<file path="config.mk">
export PLATFORM = sky130hd
export DESIGN_NAME = fat32_cluster_chain_walker_core_flat
export DESIGN_NICKNAME = d
export VERILOG_FILES = /design/src/hw/rtl/fcw_pkg.sv /design/src/hw/rtl/fcw_if.sv /design/src/hw/rtl/fat32_cluster_chain_walker_core.sv /design/src/hw/rtl/fcw_front.sv /design/src/hw/rtl/fcw_exec.sv /design/src/hw/rtl/fcw_addr.sv /design/src/flat_wrapper.sv
export SDC_FILE = /design/constraint.sdc
export NUM_CORES = 1
export LEC_CHECK = 0
export ABC_CLOCK_PERIOD_IN_PS = 9700
export BUFFER_PORTS_ARGS = -buffer_cell sky130_fd_sc_hd__buf_2
export CAP_MARGIN = 15
export CORE_MARGIN = 2
export CORE_UTILIZATION = 45
export CTS_BUF_LIST = sky130_fd_sc_hd__clkbuf_16
export CTS_CLUSTER_SIZE = 40
export DETAILED_ROUTE_END_ITERATION = 16
export HOLD_SLACK_MARGIN = 0.03
export PLACE_DENSITY = 0.73
export SYNTH_ARGS = -nofsm -noshare
export SYNTH_HDL_FRONTEND = slang
export SYNTH_HIERARCHICAL = 1
export SYNTH_SLANG_ARGS = --single-unit
</file>
<file path="constraint.sdc">
create_clock -name clk -period 9.7 [get_ports clk]
set_clock_uncertainty 0.15 [all_clocks]
set_input_delay 1.94 -clock clk [delete_from_list [all_inputs] [get_ports clk]]
set_output_delay 1.94 -clock clk [all_outputs]
set_load 0.01 [all_outputs]
</file>
<file path="src/hw/rtl/fcw_pkg.sv">
// shared types, constants and helper functions for the fat32 cluster chain walker
// no dependencies; every other file imports this package
package fcw_pkg;

	localparam int CLUSTER_W = 28;
	localparam int LBA_W     = 32;
	localparam int SEC_W     = 8;
	localparam int IDX_W     = 7;
	localparam int POWER_W   = CLUSTER_W + 1;
	localparam int CFG_IDX_W = 2;

	localparam int MAX_SECTORS_PER_CLUSTER = 128;
	localparam int ENTRY_SHIFT             = IDX_W;

	localparam logic [CLUSTER_W-1:0] CLUSTER_LIMIT = 28'h0ffffff0;
	localparam logic [CLUSTER_W-1:0] EOC_MIN       = 28'h0ffffff8;
	localparam logic [POWER_W-1:0]   POWER_CAP     = 29'h10000000;

	localparam int QDEPTH = 2;
	localparam int QPTR_W = $clog2(QDEPTH);
	localparam int QCNT_W = $clog2(QDEPTH + 1);

	typedef enum logic [1:0] {
		ACT_START   = 2'd0,
		ACT_LINK    = 2'd1,
		ACT_ADVANCE = 2'd2,
		ACT_NOP     = 2'd3
	} action_t;

	typedef enum logic [1:0] {
		ST_OK   = 2'd0,
		ST_LINK = 2'd1,
		ST_EOC  = 2'd2,
		ST_ERR  = 2'd3
	} status_t;

	typedef enum logic [CFG_IDX_W-1:0] {
		REG_FAT_START  = 2'd0,
		REG_DATA_START = 2'd1,
		REG_TOTAL      = 2'd2,
		REG_SECTORS    = 2'd3
	} cfg_reg_t;

	typedef struct packed {
		logic [LBA_W-1:0]     fat_start_lba;
		logic [LBA_W-1:0]     data_start_lba;
		logic [CLUSTER_W-1:0] total_clusters;
		logic [SEC_W-1:0]     cluster_sectors;
	} cfg_t;

	// classified item, as queued between front and exec
	typedef struct packed {
		action_t              act;
		logic [CLUSTER_W-1:0] word;
		logic                 word_ok;
		logic                 word_eoc;
	} cmd_t;

	typedef struct packed {
		status_t              status;
		logic [CLUSTER_W-1:0] cluster;
		logic [SEC_W-1:0]     sector;
	} res_t;

	function automatic logic cluster_in_range(input logic [CLUSTER_W-1:0] c,
			input logic [CLUSTER_W-1:0] total);
		logic [CLUSTER_W-1:0] rel;
		rel = c - CLUSTER_W'(2);
		return (c >= CLUSTER_W'(2)) && (rel < total) && (c < CLUSTER_LIMIT);
	endfunction

	// zero counts as one, large values clamp to the maximum
	function automatic logic [SEC_W-1:0] eff_sectors(input logic [SEC_W-1:0] cs);
		logic [SEC_W-1:0] s;
		s = cs;
		if (s == '0) s = SEC_W'(1);
		if (s > SEC_W'(MAX_SECTORS_PER_CLUSTER)) s = SEC_W'(MAX_SECTORS_PER_CLUSTER);
		return s;
	endfunction

endpackage

</file>
<file path="src/hw/rtl/fcw_if.sv">
// handshake channel interfaces: input items, result items and register writes
// depends on fcw_pkg for field widths
interface fcw_item_if import fcw_pkg::*; ();
	logic             valid;
	logic             ready;
	logic [1:0]       action;
	logic [LBA_W-1:0] value;

	modport source (output valid, action, value, input ready);
	modport sink (input valid, action, value, output ready);
endinterface

interface fcw_result_if import fcw_pkg::*; ();
	logic                 valid;
	logic                 ready;
	logic [1:0]           status;
	logic [CLUSTER_W-1:0] cluster;
	logic [LBA_W-1:0]     data_lba;
	logic [LBA_W-1:0]     fat_lba;
	logic [IDX_W-1:0]     fat_index;

	modport source (output valid, status, cluster, data_lba, fat_lba, fat_index, input ready);
	modport sink (input valid, status, cluster, data_lba, fat_lba, fat_index, output ready);
endinterface

interface fcw_cfg_if import fcw_pkg::*; ();
	logic                 valid;
	logic                 ready;
	logic [CFG_IDX_W-1:0] index;
	logic [LBA_W-1:0]     data;

	modport source (output valid, index, data, input ready);
	modport sink (input valid, index, data, output ready);
endinterface

</file>
<file path="src/hw/rtl/fat32_cluster_chain_walker_core.sv">
// top level of the fat32 cluster chain walker: register file, front, exec and address stages
// depends on fcw_pkg, the fcw interfaces, fcw_front, fcw_exec and fcw_addr
//
// usage:
// - in carries one item per transaction: action (start, link, advance) and a 32-bit value
// - out carries one result per item: status, cluster, data sector, fat sector and entry index
// - cfg writes the four volume registers by index; it is always ready and should only be
//   used while no item is in flight
// - an accepted item is queued in a two-entry queue and executed by the exec stage when it
//   can take it; its result passes the exec result register and the output register to out
// - throughput is one item per clock while out does not stall, set by the exec state update
// - when out stalls, the output register and the exec result register hold, then the queue
//   fills and in.ready drops; nothing is lost or repeated
// - reset clears the walk state (cluster 0, no link pending, no error), the queue and the
//   output valid, and sets the registers to 0, 0, 0 and one sector per cluster
// - errors are sticky until the next start item
module fat32_cluster_chain_walker_core import fcw_pkg::*; (
	input logic          clk,
	input logic          arst_n,
	fcw_item_if.sink     in,
	fcw_result_if.source out,
	fcw_cfg_if.sink      cfg
);

	cfg_t regs_q;
	cmd_t cmd;
	logic cmd_valid;
	logic cmd_ready;
	res_t res_s1;
	logic res_valid_s1;
	logic res_ready;

	assign cfg.ready = 1'b1;

	always_ff @(posedge clk or negedge arst_n) begin
		if (!arst_n) begin
			regs_q.fat_start_lba   <= '0;
			regs_q.data_start_lba  <= '0;
			regs_q.total_clusters  <= '0;
			regs_q.cluster_sectors <= SEC_W'(1);
		end else if (cfg.valid && cfg.ready) begin
			case (cfg_reg_t'(cfg.index))
				REG_FAT_START:  regs_q.fat_start_lba   <= cfg.data;
				REG_DATA_START: regs_q.data_start_lba  <= cfg.data;
				REG_TOTAL:      regs_q.total_clusters  <= cfg.data[CLUSTER_W-1:0];
				REG_SECTORS:    regs_q.cluster_sectors <= cfg.data[SEC_W-1:0];
				default: ;
			endcase
		end
	end

	fcw_front u_front (
		.clk       (clk),
		.arst_n    (arst_n),
		.in        (in),
		.cfg       (regs_q),
		.cmd       (cmd),
		.cmd_valid (cmd_valid),
		.cmd_ready (cmd_ready)
	);

	fcw_exec u_exec (
		.clk          (clk),
		.arst_n       (arst_n),
		.cfg          (regs_q),
		.cmd          (cmd),
		.cmd_valid    (cmd_valid),
		.cmd_ready    (cmd_ready),
		.res_s1       (res_s1),
		.res_valid_s1 (res_valid_s1),
		.res_ready    (res_ready)
	);

	fcw_addr u_addr (
		.clk          (clk),
		.arst_n       (arst_n),
		.cfg          (regs_q),
		.res_s1       (res_s1),
		.res_valid_s1 (res_valid_s1),
		.res_ready    (res_ready),
		.out          (out)
	);

	// a result waiting for the address stage must not change or vanish
	a_res_hold: assert property (@(posedge clk) disable iff (!arst_n)
		res_valid_s1 && !res_ready |=> res_valid_s1 && $stable(res_s1))
		else $error("exec result changed while stalled");

	// a new output only follows a handoff from the exec stage
	a_out_from_exec: assert property (@(posedge clk) disable iff (!arst_n)
		$rose(out.valid) |-> $past(res_valid_s1 && res_ready))
		else $error("output valid without exec handoff");

	// the exec stage never consumes from an empty queue
	a_no_underflow: assert property (@(posedge clk) disable iff (!arst_n)
		cmd_ready && !cmd_valid |=> !res_valid_s1 || $past(!res_ready && res_valid_s1))
		else $error("result produced without a queued command");

endmodule

</file>
<file path="src/hw/rtl/fcw_front.sv">
// front end: accepts input items, classifies the word and queues commands
// depends on fcw_pkg and fcw_item_if
module fcw_front import fcw_pkg::*; (
	input  logic      clk,
	input  logic      arst_n,
	fcw_item_if.sink  in,
	input  cfg_t      cfg,
	output cmd_t      cmd,
	output logic      cmd_valid,
	input  logic      cmd_ready
);

	cmd_t              q_mem_q [QDEPTH];
	logic [QPTR_W-1:0] wr_ptr_q;
	logic [QPTR_W-1:0] rd_ptr_q;
	logic [QCNT_W-1:0] count_q;
	cmd_t              cls;
	logic              push;
	logic              pop;
	logic              in_rng;

	always_comb begin
		cls.act  = action_t'(in.action);
		cls.word = in.value[CLUSTER_W-1:0];
		in_rng   = cluster_in_range(cls.word, cfg.total_clusters);
		// a start checks the unmasked value, a link only the masked word
		if (cls.act == ACT_START) begin
			cls.word_ok = (in.value[LBA_W-1:CLUSTER_W] == '0) && in_rng;
		end else begin
			cls.word_ok = in_rng;
		end
		cls.word_eoc = cls.word >= EOC_MIN;
	end

	assign in.ready  = count_q != QCNT_W'(QDEPTH);
	assign cmd_valid = count_q != '0;
	assign cmd       = q_mem_q[rd_ptr_q];
	assign push      = in.valid && in.ready;
	assign pop       = cmd_valid && cmd_ready;

	always_ff @(posedge clk or negedge arst_n) begin
		if (!arst_n) begin
			wr_ptr_q <= '0;
			rd_ptr_q <= '0;
			count_q  <= '0;
		end else begin
			if (push) begin
				wr_ptr_q <= (wr_ptr_q == QPTR_W'(QDEPTH - 1)) ? '0 : wr_ptr_q + QPTR_W'(1);
			end
			if (pop) begin
				rd_ptr_q <= (rd_ptr_q == QPTR_W'(QDEPTH - 1)) ? '0 : rd_ptr_q + QPTR_W'(1);
			end
			if (push && !pop) begin
				count_q <= count_q + QCNT_W'(1);
			end else if (pop && !push) begin
				count_q <= count_q - QCNT_W'(1);
			end
		end
	end

	always_ff @(posedge clk) begin
		if (push) begin
			q_mem_q[wr_ptr_q] <= cls;
		end
	end

endmodule

</file>
<file path="src/hw/rtl/fcw_exec.sv">
// exec stage: walk state, brent loop check, step limit and sticky error
// depends on fcw_pkg; takes commands from the front queue
module fcw_exec import fcw_pkg::*; (
	input  logic clk,
	input  logic arst_n,
	input  cfg_t cfg,
	input  cmd_t cmd,
	input  logic cmd_valid,
	output logic cmd_ready,
	output res_t res_s1,
	output logic res_valid_s1,
	input  logic res_ready
);

	logic [CLUSTER_W-1:0] cur_q, anchor_q, len_q, step_q;
	logic [POWER_W-1:0]   power_q;
	logic [SEC_W-1:0]     sec_q;
	logic                 lp_q, err_q;

	logic [CLUSTER_W-1:0] cur_n, anchor_n, len_n, step_n;
	logic [POWER_W-1:0]   power_n;
	logic [SEC_W-1:0]     sec_n;
	logic                 lp_n, err_n;
	status_t              status;

	logic                 cur_ok;
	logic [CLUSTER_W-1:0] step_inc;
	logic [POWER_W-1:0]   len_inc;
	logic [SEC_W:0]       sec_inc;
	logic [SEC_W-1:0]     eff;
	logic                 fire;

	assign cmd_ready = !res_valid_s1 || res_ready;
	assign fire      = cmd_valid && cmd_ready;

	always_comb begin
		cur_n    = cur_q;
		anchor_n = anchor_q;
		len_n    = len_q;
		step_n   = step_q;
		power_n  = power_q;
		sec_n    = sec_q;
		lp_n     = lp_q;
		err_n    = err_q;
		status   = ST_OK;
		cur_ok   = cluster_in_range(cur_q, cfg.total_clusters);
		step_inc = step_q + CLUSTER_W'(1);
		len_inc  = {1'b0, len_q} + POWER_W'(1);
		sec_inc  = {1'b0, sec_q} + (SEC_W+1)'(1);
		eff      = eff_sectors(cfg.cluster_sectors);
		if (cmd.act == ACT_START) begin
			cur_n    = cmd.word;
			anchor_n = cmd.word;
			power_n  = POWER_W'(1);
			len_n    = '0;
			step_n   = '0;
			sec_n    = '0;
			lp_n     = 1'b0;
			err_n    = !cmd.word_ok;
			status   = cmd.word_ok ? ST_OK : ST_ERR;
		end else if (err_q) begin
			status = ST_ERR;
		end else begin
			case (cmd.act)
				ACT_LINK: begin
					if (!lp_q) begin
						status = ST_OK;
					end else if (!cur_ok) begin
						err_n  = 1'b1;
						status = ST_ERR;
					end else if (cmd.word_eoc) begin
						status = ST_EOC;
					end else if (!cmd.word_ok) begin
						err_n  = 1'b1;
						status = ST_ERR;
					end else begin
						step_n = step_inc;
						if (step_inc >= cfg.total_clusters || cmd.word == anchor_q) begin
							err_n  = 1'b1;
							status = ST_ERR;
						end else begin
							// brent: move the anchor when the run reaches the power
							if (len_inc == power_q) begin
								anchor_n = cmd.word;
								len_n    = '0;
								if (power_q < POWER_CAP) power_n = {power_q[POWER_W-2:0], 1'b0};
							end else begin
								len_n = len_inc[CLUSTER_W-1:0];
							end
							cur_n  = cmd.word;
							sec_n  = '0;
							lp_n   = 1'b0;
							status = ST_OK;
						end
					end
				end
				ACT_ADVANCE: begin
					if (lp_q) begin
						status = ST_LINK;
					end else if (!cur_ok) begin
						err_n  = 1'b1;
						status = ST_ERR;
					end else if (sec_inc >= {1'b0, eff}) begin
						lp_n   = 1'b1;
						status = ST_LINK;
					end else begin
						sec_n  = sec_inc[SEC_W-1:0];
						status = ST_OK;
					end
				end
				default: begin
					status = lp_q ? ST_LINK : ST_OK;
				end
			endcase
		end
	end

	always_ff @(posedge clk or negedge arst_n) begin
		if (!arst_n) begin
			cur_q        <= '0;
			anchor_q     <= '0;
			power_q      <= POWER_W'(1);
			len_q        <= '0;
			step_q       <= '0;
			sec_q        <= '0;
			lp_q         <= 1'b0;
			err_q        <= 1'b0;
			res_valid_s1 <= 1'b0;
		end else begin
			if (fire) begin
				cur_q    <= cur_n;
				anchor_q <= anchor_n;
				power_q  <= power_n;
				len_q    <= len_n;
				step_q   <= step_n;
				sec_q    <= sec_n;
				lp_q     <= lp_n;
				err_q    <= err_n;
			end
			if (cmd_ready) begin
				res_valid_s1 <= cmd_valid;
			end
		end
	end

	always_ff @(posedge clk) begin
		if (fire) begin
			res_s1.status  <= status;
			res_s1.cluster <= cur_n;
			res_s1.sector  <= sec_n;
		end
	end

endmodule

</file>
<file path="src/hw/rtl/fcw_addr.sv">
// address stage: data sector, fat sector and entry index, held in the output register
// depends on fcw_pkg and fcw_result_if
module fcw_addr import fcw_pkg::*; (
	input  logic        clk,
	input  logic        arst_n,
	input  cfg_t        cfg,
	input  res_t        res_s1,
	input  logic        res_valid_s1,
	output logic        res_ready,
	fcw_result_if.source out
);

	logic [LBA_W-1:0]       offs;
	logic [LBA_W-1:0]       prod;
	logic [LBA_W-1:0]       data_lba;
	logic [LBA_W-1:0]       fat_lba;
	logic                   valid_q;
	logic [1:0]             status_q;
	logic [CLUSTER_W-1:0]   cluster_q;
	logic [LBA_W-1:0]       data_lba_q;
	logic [LBA_W-1:0]       fat_lba_q;
	logic [IDX_W-1:0]       fat_index_q;
	logic                   load;

	always_comb begin
		// cluster minus two wraps like the 32-bit address math
		offs     = {{(LBA_W-CLUSTER_W){1'b0}}, res_s1.cluster} - LBA_W'(2);
		prod     = offs * {{(LBA_W-SEC_W){1'b0}}, eff_sectors(cfg.cluster_sectors)};
		data_lba = cfg.data_start_lba + prod
			+ {{(LBA_W-SEC_W){1'b0}}, res_s1.sector};
		fat_lba  = cfg.fat_start_lba
			+ {{(LBA_W-CLUSTER_W+ENTRY_SHIFT){1'b0}}, res_s1.cluster[CLUSTER_W-1:ENTRY_SHIFT]};
	end

	assign res_ready = !valid_q || out.ready;
	assign load      = res_valid_s1 && res_ready;

	always_ff @(posedge clk or negedge arst_n) begin
		if (!arst_n) begin
			valid_q <= 1'b0;
		end else if (res_ready) begin
			valid_q <= res_valid_s1;
		end
	end

	always_ff @(posedge clk) begin
		if (load) begin
			status_q    <= res_s1.status;
			cluster_q   <= res_s1.cluster;
			data_lba_q  <= data_lba;
			fat_lba_q   <= fat_lba;
			fat_index_q <= res_s1.cluster[IDX_W-1:0];
		end
	end

	assign out.valid     = valid_q;
	assign out.status    = status_q;
	assign out.cluster   = cluster_q;
	assign out.data_lba  = data_lba_q;
	assign out.fat_lba   = fat_lba_q;
	assign out.fat_index = fat_index_q;

endmodule
</file>
<file path="src/flat_wrapper.sv">
// flat-port wrapper written by rule: the top's interface ports become plain ports
module fat32_cluster_chain_walker_core_flat import fcw_pkg::*;
  (clk, arst_n, in_valid, in_action, in_value, in_ready, out_valid, out_status, out_cluster, out_data_lba, out_fat_lba, out_fat_index, out_ready, cfg_valid, cfg_index, cfg_data, cfg_ready);
  fcw_item_if in_i ();
  fcw_result_if out_i ();
  fcw_cfg_if cfg_i ();
  input logic clk;
  input logic arst_n;
  input wire logic [$bits(in_i.valid)-1:0] in_valid;
  input wire logic [$bits(in_i.action)-1:0] in_action;
  input wire logic [$bits(in_i.value)-1:0] in_value;
  output wire logic [$bits(in_i.ready)-1:0] in_ready;
  output wire logic [$bits(out_i.valid)-1:0] out_valid;
  output wire logic [$bits(out_i.status)-1:0] out_status;
  output wire logic [$bits(out_i.cluster)-1:0] out_cluster;
  output wire logic [$bits(out_i.data_lba)-1:0] out_data_lba;
  output wire logic [$bits(out_i.fat_lba)-1:0] out_fat_lba;
  output wire logic [$bits(out_i.fat_index)-1:0] out_fat_index;
  input wire logic [$bits(out_i.ready)-1:0] out_ready;
  input wire logic [$bits(cfg_i.valid)-1:0] cfg_valid;
  input wire logic [$bits(cfg_i.index)-1:0] cfg_index;
  input wire logic [$bits(cfg_i.data)-1:0] cfg_data;
  output wire logic [$bits(cfg_i.ready)-1:0] cfg_ready;
  assign in_i.valid = in_valid;
  assign in_i.action = in_action;
  assign in_i.value = in_value;
  assign in_ready = in_i.ready;
  assign out_valid = out_i.valid;
  assign out_status = out_i.status;
  assign out_cluster = out_i.cluster;
  assign out_data_lba = out_i.data_lba;
  assign out_fat_lba = out_i.fat_lba;
  assign out_fat_index = out_i.fat_index;
  assign out_i.ready = out_ready;
  assign cfg_i.valid = cfg_valid;
  assign cfg_i.index = cfg_index;
  assign cfg_i.data = cfg_data;
  assign cfg_ready = cfg_i.ready;
  fat32_cluster_chain_walker_core u_core (.clk(clk), .arst_n(arst_n), .in(in_i), .out(out_i), .cfg(cfg_i));
endmodule
</file>
==> results by stage <==
Outcome:
- The run finished with clean final reports.

Yosys:
- Of the post-synthesis cell area, the dominant cell type holds 0.197.
- A synthesized cell averages 10.9 µm².
- The Yosys step of the flow raised 6 warnings.
- The number of nets in the synthesized netlist is about 3,400.
- The synthesized netlist contains 95 unique library cells.
- For this run, the register share of the synthesized area comes to 0.381.
- The synthesized design contains between 150 and 200 enable-type register cells.
- The most used standard cell by instance count after synthesis is sky130_fd_sc_hd__dfrtp_1.
- The dominant register cell in the synthesized netlist is sky130_fd_sc_hd__dfrtp_1.
- By count the netlist is led by sky130_fd_sc_hd__dfrtp_1 (255), sky130_fd_sc_hd__inv_1 (245), sky130_fd_sc_hd__nor2_1 (235), sky130_fd_sc_hd__edfxtp_1 (196), sky130_fd_sc_hd__ha_1 (195).
- After synthesis, the share of flip-flops with an asynchronous set or reset is 0.567.
- The cell accounting for the most synthesized area is sky130_fd_sc_hd__dfrtp_1.
- Sorting the synthesized cells by area gives the leading types as sky130_fd_sc_hd__dfrtp_1 (20%), sky130_fd_sc_hd__edfxtp_1 (18%), sky130_fd_sc_hd__fa_1 (12%).
- The synthesized netlist occupies a cell area of 32,300 µm².
- The flip-flop and latch count after synthesis is between 400 and 500.
- Synthesis produced 2,974 cells.

Clock tree:
- The total of cells resized after clock tree synthesis is 0.
- The cell sitting at the root of the clock tree is a sky130_fd_sc_hd__clkbuf_16.
- Clock latency on the worst-skew pair, taken at its later pin, is 0.65 ns.
- The post-cts hold buffer count is 0.
- After clock tree synthesis, the setup repair step added 0 buffers.
- TritonCTS created 52 clock buffers.
- The clock-pin transition on the worst setup and hold timing paths is 0.06 ns.
- The count of clock tree sinks is 453.
- The deepest level of the CTS H-tree is 2.
- The CTS tree is yes.
- No sink is reached through more buffers than the 3 on the longest clock path.

Drt:
- The first detailed-routing pass ran for 6 iterations.
- The first-iteration detailed-routing DRC count is 1,973.
- The post-detailed-route wirelength per cell is 20.4 µm.
- The number of vias per cell after detailed routing is between 5 and 6.
- The remaining number of nets flagged by the antenna check after routing is 0.
- After detailed routing, the total wire length is 83.9 mm.
- After detailed routing, the number of remaining DRC violations is 0.
- The final route contains 23,412 vias.

Floorplan:
- The die is about 270 µm tall.
- around 180 I/O pins were placed.
- After floorplanning, the core was divided into 98 placement rows.
- The initial utilization of the core area, before any placement, comes to 0.453.
- The core box area is 71,400 µm².
- The die area is roughly 74,000 µm².
- The horizontal die dimension is around 270 µm.

Timing:
- The hold slack is 0.288 ns.
- For the pin with the worst max-slew slack, the measured transition is 1.14 ns.
- Setup repair after global routing left no endpoint under its margin.
- The total of endpoints with negative setup slack in the final report is 0.
- The max-slew violation total from the final report came to 0.
- In the final timing run, aggregate negative setup slack is 0 ns.
- Of the available clock period, the critical path in the final layout requires 0.814.
- The final critical path time including I/O delays and setup is 7.90 ns.
- The final-report hold violation count came to 0.
- The worst slew margin relative to its limit is 0.229.
- Derived from the worst setup path, the maximum achievable clock frequency is 127 MHz.

Global route:
- The number of antenna violations at the first check in global routing is 0.
- After global routing the overflow that remains totals 0.
- The first global-routing pass estimated 131 mm of wire.
- The pin count of the biggest net entering global routing is 74.
- For this run, the total global-route usage over all layers was measured as 0.226.
- The number of global-route vias before repair is 22,893.

Run:
- The tool flagged a number of max-cap violations equal to 0.

Finish:
- At the end of the flow, the number of nets in the layout was about 3,600.
- The area growth from synthesis to layout is 10.8%.
- The count of inserted antenna diode cells is 0.
- Of the cells placed in the final design, the portion with a size suffix greater than 1 is 0.172.
- The layout has 6,403 filler cells.
- With fillers left out, the area of the finished cells amounts to around 36,000 µm².

Worst setup path:
- The required time reported for the critical path endpoint is 9.89 ns.
- The path depth of the worst reg2reg path is 25.
- The maximum fanout count along the critical path is 9.
- STA classifies the critical path endpoint as a flop.
- The critical path start-end classification is reg2reg.
- The worst setup path is launched from a flop.
- The data arrival time of the critical path is 8.09 ns.
- The setup slack on the worst flop-to-flop path is 1.80 ns.

Hold path:
- The count of cells along the worst hold path is 0.
- The tightest min-delay check is of the reg2reg type.

Placed design:
- The cell area after placement is 34,100 µm².
- The global placement routability congestion is slightly above 0.9.
- During placement, the flow inserted port buffers numbering between 150 and 200.
- The detailed placer's ending HPWL is approximately 63 mm.
## stage by stage
| stage | instances | setup slack [ns] | util |
|---|---|---|---|
| after global routing | 4118 | 1.34 | 0.502 |
| final | 4118 | 1.80 | 0.502 |
| after global placement | 4020 | 2.09 | 0.478 |
| after detailed placement | 4020 | 1.97 | 0.478 |
| after floorplan | 2974 | 2.74 | - |
| after CTS | 4118 | 1.92 | 0.502 |
## worst max-delay path, stage by stage, from the launching register on
cell,delay [ns]
sky130_fd_sc_hd__edfxtp_1,0.53
sky130_fd_sc_hd__inv_1,0.17
sky130_fd_sc_hd__ha_1,0.27
sky130_fd_sc_hd__nor3b_1,0.40
sky130_fd_sc_hd__xor2_1,0.30
sky130_fd_sc_hd__nand2_1,0.12
sky130_fd_sc_hd__fa_1,0.52
sky130_fd_sc_hd__inv_1,0.06
sky130_fd_sc_hd__fa_1,0.50
sky130_fd_sc_hd__inv_1,0.05
sky130_fd_sc_hd__fa_1,0.47
sky130_fd_sc_hd__inv_1,0.05
sky130_fd_sc_hd__fa_1,0.52
sky130_fd_sc_hd__inv_1,0.05
sky130_fd_sc_hd__fa_1,0.49
sky130_fd_sc_hd__inv_1,0.04
sky130_fd_sc_hd__ha_1,0.21
sky130_fd_sc_hd__or3_1,0.39
sky130_fd_sc_hd__nor2_1,0.08
sky130_fd_sc_hd__o21ai_0,0.10
sky130_fd_sc_hd__and3_1,0.22
sky130_fd_sc_hd__o311ai_0,0.97
sky130_fd_sc_hd__a211oi_1,0.29
sky130_fd_sc_hd__nor3b_1,0.36
sky130_fd_sc_hd__o31ai_1,0.12
sky130_fd_sc_hd__xor2_1,0.15
## state kept, by name, summed over array words and instances, names as in the netlist, 29 cells and up
| name | cells |
|---|---|
| u_core/u_exec/res_s1 | 38 |
| u_core/u_addr/out.data_lba | 32 |
| u_core/u_front/q_mem_q | 64 |
| u_core/u_exec/power_q | 29 |
| u_core/u_addr/out.fat_lba | 32 |
| u_core/regs_q | 100 |
## worst paths after layout
check	startpoint	end
worst max-delay path	u_core/u_exec/res_s1[9]	u_core/u_addr/out.data_lba[30]
worst min-delay path	u_core/u_exec/res_s1[37]	u_core/u_addr/out.status[1]
worst max register to register	u_core/u_exec/res_s1[9]	u_core/u_addr/out.data_lba[30]
worst min register to register	u_core/u_exec/res_s1[37]	u_core/u_addr/out.status[1]
max in group asynchronous	arst_n	u_core/u_front/count_q[0]
min in group asynchronous	arst_n	u_core/regs_q[52]
## area by class of cell
type                    count  area [µm²]  area share
clock inverters            44         378      0.0105
inverters                 246         923      0.0258
clock buffers              54        1350      0.0377
multi-input cells        2162       18500       0.517
repair buffers            209        1140      0.0319
well taps                 950        1190      0.0332
flip-flops and latches    453       12300       0.344
## placed cells by master, fill, tap and decap left out, drive strengths merged, types with 7 or more instances in the layout
cell type / synthesis / final
inv: 245 / 268
dfrtp: 255 / 255
nor2: 235 / 235
mux2: 215 / 215
buf: 49 / 209
edfxtp: 196 / 196
ha: 195 / 195
fa: 192 / 192
nand2: 190 / 190
xnor2: 132 / 132
xor2: 107 / 107
a21oi: 80 / 80
o21ai: 75 / 75
nand3: 69 / 69
nand2b: 65 / 65
nand4: 57 / 57
clkbuf: 64 / 54
nor3: 50 / 50
nor4: 45 / 45
a21o: 41 / 41
a22o: 40 / 40
nor2b: 38 / 38
o31ai: 36 / 36
and3: 34 / 34
a31oi: 23 / 23
a31o: 20 / 20
nor3b: 20 / 20
and2: 17 / 17
or4: 16 / 16
clkinv: 1 / 16
or3: 15 / 15
a211oi: 12 / 12
o21a: 10 / 10
o22ai: 10 / 10
and4: 9 / 9
or2: 7 / 7
o211ai: 7 / 7
o21bai: 7 / 7
## metal layers
| layer | global-route usage | part of all wire | up-vias |
|---|---|---|---|
| li1 | - | - | 10781 |
| met1 | 0.318 | 0.44 | 11702 |
| met2 | 0.359 | 0.46 | 801 |
| met3 | 0.0391 | 0.070 | 128 |
| met4 | 0.0652 | 0.027 | 0 |
| met5 | 0 | 0 | - |
## logic make-up after synthesis
group                    Yosys count  synth area share
AND/OR/NAND/NOR                  889             0.145
other                              1          0.000116
XOR/XNOR                         240            0.0657
AO/OA/AOI/OAI                    425            0.0909
multiplexers                     220            0.0766
adder cells (fa/ha/maj)          387             0.194
flip-flops                       453             0.381
buffers and inverters            359            0.0467
Power is not shown: default switching activity piles up to over one toggle a cycle in this logic, so the estimate is an artifact.
